File: src/hdl/rotated_two_plane_pixel_plotter_unit_defines.svh
// Assertion macros for the two-plane pixel plotter
`ifndef ROTATED_TWO_PLANE_PIXEL_PLOTTER_UNIT_DEFINES_SVH
`define ROTATED_TWO_PLANE_PIXEL_PLOTTER_UNIT_DEFINES_SVH

// same-cycle implication, sampled on clk, off while arst_n is low
`define RTPPU_ASSERT_NOW(label, cond, prop, msg) \
	label: assert property (@(posedge clk) disable iff (!arst_n) (cond) |-> (prop)) \
		else $error(msg);

// next-cycle implication, sampled on clk, off while arst_n is low
`define RTPPU_ASSERT_NEXT(label, cond, prop, msg) \
	label: assert property (@(posedge clk) disable iff (!arst_n) (cond) |=> (prop)) \
		else $error(msg);

`endif

File: src/hdl/rtppu_pkg.sv
// Shared types and constants of the two-plane pixel plotter
`timescale 1ns / 1ps
`default_nettype none

package rtppu_pkg;

	localparam int WIDTH_PIXELS_DEF  = 400;
	localparam int HEIGHT_PIXELS_DEF = 300;
	localparam int BUFFER_BYTES_DEF  = 1024;

	localparam int COORD_W = 12;
	localparam int ROW_W   = 16;
	localparam int BYTE_W  = 8;
	localparam int IDX_W   = 32;

	localparam logic [BYTE_W-1:0] BYTE_ONES = 8'hFF;
	localparam logic [BYTE_W-1:0] BYTE_MSB  = 8'h80;

	typedef enum logic [1:0] {
		CMD_PLOT   = 2'd0,
		CMD_FILL   = 2'd1,
		CMD_READ   = 2'd2,
		CMD_UNUSED = 2'd3
	} cmd_t;

	typedef enum logic [1:0] {
		COLOR_WHITE = 2'd0,
		COLOR_BLACK = 2'd1,
		COLOR_RED   = 2'd2,
		COLOR_OTHER = 2'd3
	} color_t;

	typedef enum logic {
		REG_ROTATION   = 1'b0,
		REG_PAGE_INDEX = 1'b1
	} reg_idx_t;

	typedef enum logic [2:0] {
		ST_CLEAR,
		ST_IDLE,
		ST_ADDR,
		ST_MOD,
		ST_FILL
	} state_t;

	typedef struct packed {
		logic [1:0]         rotation;
		logic               page_mode;
		logic signed [31:0] page_base;
	} xl_cfg_t;

	typedef struct packed {
		logic              hit;
		logic [BYTE_W-1:0] bit_mask;
	} plot_info_t;

endpackage

`default_nettype wire

File: src/hdl/rtppu_xlate.sv
// Coordinate clip, rotation, page offset and byte index pipeline
`timescale 1ns / 1ps
`default_nettype none

module rtppu_xlate #(
	parameter int WIDTH_PIXELS  = rtppu_pkg::WIDTH_PIXELS_DEF,
	parameter int HEIGHT_PIXELS = rtppu_pkg::HEIGHT_PIXELS_DEF,
	parameter int BUFFER_BYTES  = rtppu_pkg::BUFFER_BYTES_DEF
) (
	input  wire logic                              clk,
	input  wire logic                              load,
	input  wire rtppu_pkg::xl_cfg_t                cfg,
	input  wire logic signed [15:0]                pos_x,
	input  wire logic signed [15:0]                pos_y,
	output logic [$clog2(BUFFER_BYTES)-1:0]        rd_addr,
	output logic [$clog2(BUFFER_BYTES)-1:0]        addr_s2,
	output rtppu_pkg::plot_info_t                  info_s2
);
	import rtppu_pkg::*;

	localparam int AddrW    = $clog2(BUFFER_BYTES);
	localparam int RowBytes = WIDTH_PIXELS / 8;
	localparam int PageRows = BUFFER_BYTES / RowBytes;
	localparam logic [COORD_W-1:0] XMax = COORD_W'(WIDTH_PIXELS - 1);
	localparam logic [COORD_W-1:0] YMax = COORD_W'(HEIGHT_PIXELS - 1);

	logic [15:0]          lim_x;
	logic [15:0]          lim_y;
	logic                 on_screen;
	logic [COORD_W-1:0]   x_c;
	logic [COORD_W-1:0]   y_c;
	logic [COORD_W-1:0]   px;
	logic [COORD_W-1:0]   py;
	logic signed [31:0]   py_rel;
	logic                 in_page;

	logic [COORD_W-1:0]   px_s1;
	logic [ROW_W-1:0]     py_s1;
	logic                 hit_s1;

	logic [IDX_W-1:0]     idx;
	logic                 in_store;

	always_comb begin
		lim_x     = cfg.rotation[0] ? 16'(HEIGHT_PIXELS) : 16'(WIDTH_PIXELS);
		lim_y     = cfg.rotation[0] ? 16'(WIDTH_PIXELS) : 16'(HEIGHT_PIXELS);
		on_screen = !pos_x[15] && !pos_y[15] &&
			(unsigned'(pos_x) < lim_x) && (unsigned'(pos_y) < lim_y);
		x_c = pos_x[COORD_W-1:0];
		y_c = pos_y[COORD_W-1:0];
		case (cfg.rotation)
			2'd1: begin
				px = XMax - y_c;
				py = x_c;
			end
			2'd2: begin
				px = XMax - x_c;
				py = YMax - y_c;
			end
			2'd3: begin
				px = y_c;
				py = YMax - x_c;
			end
			default: begin
				px = x_c;
				py = y_c;
			end
		endcase
		py_rel  = $signed(32'(py)) - cfg.page_base;
		in_page = !cfg.page_mode ||
			(!py_rel[31] && (unsigned'(py_rel) < 32'(PageRows)));
	end

	always_ff @(posedge clk) begin
		if (load) begin
			px_s1  <= px;
			py_s1  <= ROW_W'(unsigned'(py_rel));
			hit_s1 <= on_screen && in_page;
		end
	end

	always_comb begin
		idx      = 32'(px_s1[COORD_W-1:3]) + 32'(py_s1) * 32'(RowBytes);
		in_store = idx < 32'(BUFFER_BYTES);
		rd_addr  = AddrW'(idx);
	end

	always_ff @(posedge clk) begin
		addr_s2          <= rd_addr;
		info_s2.hit      <= hit_s1 && in_store;
		info_s2.bit_mask <= BYTE_MSB >> px_s1[2:0];
	end

endmodule

`default_nettype wire

File: config.mk
export PLATFORM = sky130hd
export DESIGN_NAME = rtppu_xlate
export DESIGN_NICKNAME = d
export VERILOG_FILES = /design/src/hdl/rotated_two_plane_pixel_plotter_unit_defines.svh /design/src/hdl/rtppu_pkg.sv /design/src/hdl/rtppu_xlate.sv
export SDC_FILE = /design/constraint.sdc
export NUM_CORES = 1
export LEC_CHECK = 0
export BUFFER_PORTS_ARGS = -buffer_cell sky130_fd_sc_hd__buf_2
export CAP_MARGIN = 30
export CORE_MARGIN = 3
export CORE_UTILIZATION = 47
export DETAILED_ROUTE_END_ITERATION = 12
export PLACE_DENSITY = 0.7
export SYNTH_ARGS = -nofsm -noshare
export SYNTH_HDL_FRONTEND = slang
export SYNTH_SLANG_ARGS = --single-unit
File: constraint.sdc
create_clock -name clk -period 6.6 [get_ports clk]
set_input_delay 0.99 -clock clk [delete_from_list [all_inputs] [get_ports clk]]
set_output_delay 0.99 -clock clk [all_outputs]
set_load 0.01 [all_outputs]
== Word level (Yosys, flattened, before mapping) ==
Index checks and enable logic that the tools add are counted.
Storage, ports and cells
  bits in registers: 48
  input bits: 69
  output and inout port bits: 29
Operators by class
  add/sub/neg operators: 6
  multiply operators: 1
  magnitude comparators: 4
  eq/ne operators: 3
  shifts and indexed selects: 1
  mux-type cells: 4
  reductions and logical operators: 11
Operators with widths (number)
  $pmux W12 S3: 2
  $sub A9 B12 Y12 const A: 4
  $lt A16 B9 Y1: 2
  $lt A32 B5 Y1 const B: 1
  $sub A13 B32 Y32: 1
  $add A9 B22 Y23: 1
  $lt A23 B11 Y1 const B: 1
  $mul A16 B5 Y21 const B: 1
  $mux W8: 2
  $shr A8 B3 Y8 const A: 1
  $logic_and A1 B1 Y1: 6
  $eq A2 B2 Y1 const B: 2
  $logic_not A1 Y1: 4
  $eq A2 B1 Y1 const B: 1
  $logic_or A1 B1 Y1: 1

== Longest topological paths before layout ==
Gate-level depths: netlist of the first run.
  depth after elaboration: 7
  depth in mapped cells: 20

== Worst setup path before layout of the first run ==
Ideal clock, no wire load.
  path kind: input to register
  start point: input cfg[33] (netlist bit)
  end point: register hit_s1 (data pin)
  data arrival time: 4.794 ns
  setup slack: 1.641 ns
  stages: 19
  path through: buf_2 -> nand2_1 -> mux2_2 -> ha_1 -> inv_1 -> a21oi_1 -> or2_2 -> a211oi_1 -> a211oi_1 -> xnor2_1 -> ha_1 -> and3_1 -> a211o_1 -> or3_4 -> a2111oi_4 -> nand3b_1 -> nor4_2 -> nand4_1 -> o31ai_2
On the way
  word-level cells in the longest chain between the ends: 7
RTL lines
  from (decl): line rtppu_xlate.sv:12  | input wire rtppu_pkg::xl_cfg_t cfg,
  $eq A2 B2 Y1 or $eq A2 B1 Y1 (tied branches): line rtppu_xlate.sv:51  | case (cfg.rotation)
  $pmux W12 S3: line rtppu_xlate.sv:51
  $sub A13 B32 Y32: line rtppu_xlate.sv:69  | py_rel = $signed(32'(py)) - cfg.page_base;
  $lt A32 B5 Y1 or $logic_not A1 Y1 (tied branches): line rtppu_xlate.sv:71  | (!py_rel[31] && (unsigned'(py_rel) < 32'(PageRows)));
  $logic_and A1 B1 Y1: line rtppu_xlate.sv:71
  $logic_or A1 B1 Y1: line rtppu_xlate.sv:70  | in_page = !cfg.page_mode ||
  $logic_and A1 B1 Y1 *: line rtppu_xlate.sv:78  | hit_s1 <= on_screen && in_page;
  to (signal assigned): line rtppu_xlate.sv:78
  to (decl): line rtppu_xlate.sv:39  | logic hit_s1;
Mark *: on every way between the ends. The rest lies on a longest branch, timed or not.
A chain may end at the register's enable or synchronous reset.

== Worst setup path after layout of the first run ==
  start point: input cfg[34] (netlist bit)
  end point: register hit_s1 (data pin)
On the way
  word-level cells in the longest chain between the ends: 7
RTL lines (line)
  $eq A2 B2 Y1 or $eq A2 B1 Y1 (tied branches): rtppu_xlate.sv:51
  $pmux W12 S3 *: rtppu_xlate.sv:51
  $sub A13 B32 Y32 *: rtppu_xlate.sv:69
  $lt A32 B5 Y1 or $logic_not A1 Y1 (tied branches): rtppu_xlate.sv:71
  $logic_and A1 B1 Y1 *: rtppu_xlate.sv:71
  $logic_or A1 B1 Y1 *: rtppu_xlate.sv:70
  $logic_and A1 B1 Y1 *: rtppu_xlate.sv:78
Marks and branches as above.

==> results of run 1 <==
## sequential cells by signal, summed over array words and instances (netlist names)
name     flops
py_s1       16
info_s2      9
px_s1       12
hit_s1       1
addr_s2     10
## cells by family after synthesis
group	synth area share [%]
mux	5.39
simple gates	16.1
compound gates	20.2
fa+ha+maj	22.6
xor+xnor	6.87
flops	21.8
buf+inv	6.93
## worst max path at each step
stage | to | cells after the start | slack [ns]
finish | hit_s1 | 20 | 1.13
detailed placement | hit_s1 | 20 | 0.85
CTS | hit_s1 | 20 | 1.15
global placement | hit_s1 | 19 | 1.08
floorplan | hit_s1 | 19 | 1.64
global route | hit_s1 | 20 | 0.77
## routing by layer
metal	global-route usage [%]	vias to the layer above	share of wire, %	routed length [µm]
met5	0	-	0	0
met4	3.17	0	0.63	82
met3	1.76	6	3.5	449
met2	32.4	97	48	6230
met1	26.5	2298	48	6240
li1	-	2579	-	-
## through the flow
step,power (W),setup WS [ns],utilization [%]
after global placement,0.00250,1.08,54.4
final,0.00288,1.13,56.0
after detailed placement,0.00256,0.851,54.4
after global routing,0.00320,0.769,56.0
after floorplan,0.00209,1.64,-
after CTS,0.00290,1.15,56.0
## cell type report
| cell class | instances | area (µm²) | area share (%) |
|---|---|---|---|
| Clock buffer | 6 | 150 | 2.30 |
| Clock inverter | 2 | 38.8 | 0.594 |
| Inverter | 89 | 334 | 5.11 |
| Multi-Input combinational cell | 512 | 4090 | 62.6 |
| Sequential cell | 48 | 1250 | 19.1 |
| Tap cell | 143 | 179 | 2.74 |
| Timing Repair Buffer | 98 | 493 | 7.54 |
## layout by cell type, fill, tap and decap left out, types with 4 or more instances in the layout
| master | n |
|---|---|
| nor3_1 | 21 |
| edfxtp_1 | 29 |
| nor2_1 | 52 |
| o2111ai_1 | 4 |
| o21bai_1 | 8 |
| fa_1 | 13 |
| nor4_1 | 4 |
| a21o_1 | 6 |
| o21a_1 | 12 |
| mux2i_1 | 23 |
| buf_2 | 97 |
| inv_1 | 89 |
| nand3_1 | 11 |
| nand4_1 | 7 |
| o21ai_1 | 4 |
| nand2_1 | 34 |
| o211ai_1 | 6 |
| or4_1 | 4 |
| clkbuf_16 | 6 |
| o31ai_1 | 5 |
| ha_1 | 83 |
| a21oi_1 | 43 |
| and3_1 | 5 |
| o21ai_0 | 23 |
| a211oi_1 | 14 |
| nor2b_1 | 8 |
| o31a_1 | 4 |
| dfxtp_1 | 19 |
| or2_2 | 5 |
| xnor2_1 | 30 |
| mux2_2 | 5 |
| nor3b_1 | 6 |
| xor2_1 | 15 |
| or3_1 | 4 |
## report_power, final
group          leakage [nW]  switching, W  total, W  internal (W)
Combinational          2.52       0.00122   0.00213      0.000917
Clock                0.0926      0.000113  0.000316      0.000203
Sequential            0.442     0.0000337  0.000431      0.000398
Total                  3.05       0.00136   0.00288       0.00152
==> results.yml, run 1 <==
run_status:
  status: "complete, no violations"
cts:
  tritoncts: "done"
  post_cts_buffers: 0
  ctsResizeCount: 0
  holdBufCountCts: 0
  htree_levels: 2
  worstSkewPairLatency_ns: 0.29
  cts-root-buf: "clkbuf_16"
  clk_pin_slew_worst_paths_ns: 0.07
  cts.sinks: 48
  clock_path_buffers: 2
  numCtsBuffers: 5
global_route:
  first_global_vias: 4687
  grt_pass1_wl_mm: 21.2
  grt_overflow: 0
  antenna_found_initial: 0
  grt_usage_pct: 19.0
  grt_max_degree: 40
timing:
  finalClockSkew_ns: 0.00490
  tightest_slew_ns: 0.614
  setup_violations: 0
  rsz0062_at_grt: "no"
  drv_slew: 0
  timing.hold.ws_ns: 0.371
  maxSlewHeadroom_pct: 59.1
  fin_tns_setup_ns: 0
  hold_viol_final: 0
  period_share_pct: 82.8
  min_period_ns: 5.47
  max_clock_freq_ghz: 0.183
synth:
  synth-main-ff-cell: "edfxtp_1"
  yosysTopAreaCellShare_pct: 18.1
  synth_fp_nets: 829
  syn_area_um2: 5740
  ys_ff_latch: 48
  syn_inst: 664
  yosysMostFrequentCell: "inv_1"
  synthTopCellsByArea: "ha_1 (18%), edfxtp_1 (15%), dfxtp_1 (6.6%), inv_1 (5.8%), xnor2_1 (4.6%)"
  synth_warnings: 0
  yosys-top-cells-count: "inv_1 (89), ha_1 (83), nor2_1 (52)"
  syn_area_per_cell_um2: 8.64
  async_reset_ff_share_pct: 0
  yosys.area.top_type: "ha_1"
  yosysSeqAreaShare_pct: 21.8
  ys_types: 72
  synth_edf_count: 29
critical_path:
  path_buf_inv: 2
  crit_path_start: "cfg[34]"
  reg2reg_depth: 15
  critPathMaxStageDelay_ns: 0.42
  crit_slowest_cell: "buf_2"
  critPathCaptureType: "flip-flop"
  r2r_start: "py_s1[2]"
  path_class: "in -> reg"
  cp_top_family: "simple AND/OR/NAND/NOR gates"
  cp.required_ns: 6.73
  worst-path-max-fanout: 28
  path_cells: "buf_2 > nand2_1 > mux2_2 > ha_1 > inv_1 > a21oi_1 > or2_2 > a211oi_1 > a211oi_1 > xnor2_1 > ha_1 > and3_1 > nand3_1 > nor3_1 > o31ai_2 > nor3_1 > nor3b_1 > o21ai_1 > a22o_1 > o31ai_2"
  r2r_end: "info_s2[8]"
  critPathArrivalTime_ns: 5.59
  regToRegSetupSlack_ns: 2.48
  startpoint_type: "input pin"
die:
  die_w_um: 116
  dieArea_um2: 13600
  start_util_pct: 49.2
  die_height_um: 116
  io_pins: 98
  core_um2: 11700
  rows: 39
worst_hold_path:
  min_path_type: "reg -> reg"
  hold_depth: 0
  hold_end: "addr_s2[0]"
  min_from: "px_s1[3]"
drt:
  drt_iter0_markers: 286
  dr_total_vias: 4980
  drtPass1Iterations: 7
  antenna_left: 0
  wirelength_mm: 13.0
  drc: 0
  wl_per_cell_um: 14.5
  viasPerCell: 5.55
place:
  port_buffers: 97
  dp.cells: 890
  post-dp-hpwl_mm: 10.8
  place_congestion: 0.868
  postPlaceCellArea_um2: 6350
layout:
  nets: 919
  final-instance-count-excl-fill: 898
  drive_gt1_share_pct: 17.0
  fillers: 1054
  area_delta_synth_final_pct: 13.9
  n_antenna_cell: 0
  postLayoutCellArea_um2: 6540
flow_run:
  cap_violations: 0
power_and_ir_drop:
  peakVddDrop_uv: 264
  leakage_nw: 3.05
  power_density_nw_per_um2: 441
Power figures use the tool's default switching activity.
==> run 2, diff against run 1 <==
ABC_AREA = 1   (was unset)
PLACE_DENSITY = 0.71   (was 0.7)
clock period = 4.9 ns   (was 6.6 ns; I/O delays follow)
==> run 2 against run 1 <==
Effect of this change:
- sequential share of layout area is 2.8 points lower
- worst setup slack worse by 0.73 ns
- critical path depth is 4 lower
- register-to-register slack worse by 1.7 ns
- clock-buffer cell count down 1
==> results.yml, run 2 <==
run_status:
  status: "complete, no violations"
power_and_ir_drop:
  peakVddDrop_uv: 337
  power_density_nw_per_um2: 676
  leakage_nw: 4.45
global_route:
  grt_max_degree: 30
  grt_usage_pct: 20.0
  first_global_vias: 6055
  grt_pass1_wl_mm: 27.1
  antenna_found_initial: 0
  grt_overflow: 0
die:
  die_height_um: 127
  start_util_pct: 48.6
  io_pins: 98
  rows: 43
  dieArea_um2: 16000
  die_w_um: 127
  core_um2: 14000
synth:
  syn_inst: 1087
  yosysTopAreaCellShare_pct: 17.7
  ys_ff_latch: 48
  async_reset_ff_share_pct: 0
  synth_edf_count: 29
  synthTopCellsByArea: "nand2_1 (18%), ha_1 (15%), inv_1 (13%), edfxtp_1 (13%), nand3_1 (6.5%)"
  yosys-top-cells-count: "nand2_1 (322), inv_1 (237), nand3_1 (89)"
  syn_area_per_cell_um2: 6.28
  yosysMostFrequentCell: "nand2_1"
  synth-main-ff-cell: "edfxtp_1"
  ys_types: 45
  yosysSeqAreaShare_pct: 18.3
  yosys.area.top_type: "nand2_1"
  synth_fp_nets: 1252
  syn_area_um2: 6830
  synth_warnings: 0
critical_path:
  path_cells: "ha_1 > ha_1 > inv_1 > fa_1 > inv_1 > ha_1 > a21oi_1 > nand2_1 > xor2_1 > ha_1 > nand2_1 > nor2_1 > nand2_1 > nand2_1 > xor2_1 > buf_2"
  path_class: "reg -> out"
  r2r_end: "info_s2[8]"
  critPathMaxStageDelay_ns: 0.49
  startpoint_type: "flip-flop"
  worst-path-max-fanout: 6
  crit_slowest_cell: "fa_1"
  critPathArrivalTime_ns: 3.76
  reg2reg_depth: 23
  cp.required_ns: 4.16
  r2r_start: "py_s1[3]"
  regToRegSetupSlack_ns: 0.77
  critPathCaptureType: "output pin"
timing:
  tightest_slew_ns: 0.702
  fin_tns_setup_ns: 0
  min_period_ns: 4.50
  drv_slew: 0
  setup_violations: 0
  fin_ws_ns: 0.403
  finalClockSkew_ns: 0.0109
  rsz0062_at_grt: "no"
  period_share_pct: 91.8
  hold_viol_final: 0
  maxSlewHeadroom_pct: 53.0
  max_clock_freq_ghz: 0.222
drt:
  viasPerCell: 4.92
  drt_iter0_markers: 395
  drtPass1Iterations: 5
  dr_total_vias: 6710
  drc: 0
  antenna_left: 0
  wl_per_cell_um: 11.8
  wirelength_mm: 16.1
cts:
  holdBufCountCts: 0
  htree_levels: 2
  post_cts_buffers: 0
  tritoncts: "done"
  cts-root-buf: "clkbuf_16"
  worstSkewPairLatency_ns: 0.30
  clk_pin_slew_worst_paths_ns: 0.06
  ctsResizeCount: 0
  cts.sinks: 48
  clock_path_buffers: 2
  numCtsBuffers: 5
layout:
  area_delta_synth_final_pct: 12.2
  n_antenna_cell: 0
  fillers: 1428
  largestRegisters: "py_s1 (16), px_s1 (12), addr_s2 (10)"
  largest_reg_flops: 16
  nets: 1347
  final_common_cell: "nand2_1"
  postLayoutCellArea_um2: 7650
  regMostFlops: "py_s1"
  final_cell_mix: "nand2_1 (322), inv_1 (237), buf_2 (97)"
  drive_gt1_share_pct: 12.9
place:
  postPlaceCellArea_um2: 7480
  pre_cts_ws_ns: 0.502
  port_buffers: 97
  place_congestion: 0.944
  post-dp-hpwl_mm: 13.8
worst_hold_path:
  hold_depth: 0
  min_from: "px_s1[3]"
  min_path_type: "reg -> reg"
  hold_end: "addr_s2[0]"
flow_run:
  cap_violations: 0
## run 2: changes by cell type after synthesis, sizes merged, moves of 11 or more
cell | previous run | this run
o21a | 12 | 0
xnor2 | 30 | 9
o221ai | 0 | 11
nand2 | 34 | 340
inv | 89 | 241
nand3 | 11 | 94
mux2i | 23 | 0
a211oi | 15 | 0
nor2 | 52 | 90
## run 2: where the power goes
group / total [W] / switching [W] / internal [W] / leakage (nW)
registers: 0.000588 / 0.0000463 / 0.000541 / 0.442
clock network: 0.000395 / 0.000152 / 0.000242 / 0.0840
logic: 0.00419 / 0.00271 / 0.00149 / 3.92
total: 0.00517 / 0.00290 / 0.00227 / 4.45
## run 2: metal layers
layer  GRT usage (%)  routed length, µm
met1            27.7               7910
met5               0                  0
met4            4.54                189
met3            1.77                703
met2            34.0               7270
## run 2: worst max-delay path by stage
stage / start / endpoint / slack, ns / cells after the start
floorplan: py_s1[2] / rd_addr[9] / 1.01 / 15
global placement: cfg[34] / hit_s1 / 0.55 / 27
detailed placement: cfg[34] / hit_s1 / 0.50 / 30
CTS: py_s1[3] / rd_addr[9] / 0.36 / 16
global route: py_s1[3] / rd_addr[9] / 0.16 / 16
finish: py_s1[3] / rd_addr[9] / 0.40 / 16
## run 2: through the flow
stage,std cells,utilization (%),total power [W],hold slack [ns]
2_1_floorplan,1087,-,0.00387,0.349
3_3_place_gp,1355,53.3,0.00470,0.348
3_5_place_dp,1355,53.3,0.00478,0.376
4_1_cts,1363,54.5,0.00519,0.391
5_1_grt,1363,54.5,0.00587,0.406
6_report,1363,54.5,0.00517,0.383
## run 2: kinds of logic (layout without fill, tap and decap cells)
family	after synthesis	count (layout)	share of synthesized area, %
adders and majority gates	96	96	19.0
DFF	48	48	18.3
xor gates and xnor gates	34	34	4.47
buffers and inverters	251	347	14.2
AOI/OAI and AO/OA	93	93	7.96
and+or+nand+nor	565	565	36.0
## run 2: final cells by class
cell class | count | area (µm²) | area share (%)
clock inverters | 3 | 47.5 | 0.621
repair buffers | 98 | 493 | 6.44
inverters | 241 | 907 | 11.9
well taps | 180 | 225 | 2.94
multi-input cells | 788 | 4610 | 60.2
flip-flops and latches | 48 | 1250 | 16.3
clock buffers | 5 | 125 | 1.63
## run 2: worst max-delay path, delay by kind of cell (launching register included)
| kind | cells | cell delay [ns] |
|---|---|---|
| fa+ha+maj | 5 | 1.80 |
| flops | 1 | 0.46 |
| simple gates | 5 | 0.46 |
| xor+xnor | 2 | 0.32 |
| buf+inv | 3 | 0.24 |
| compound gates | 1 | 0.17 |
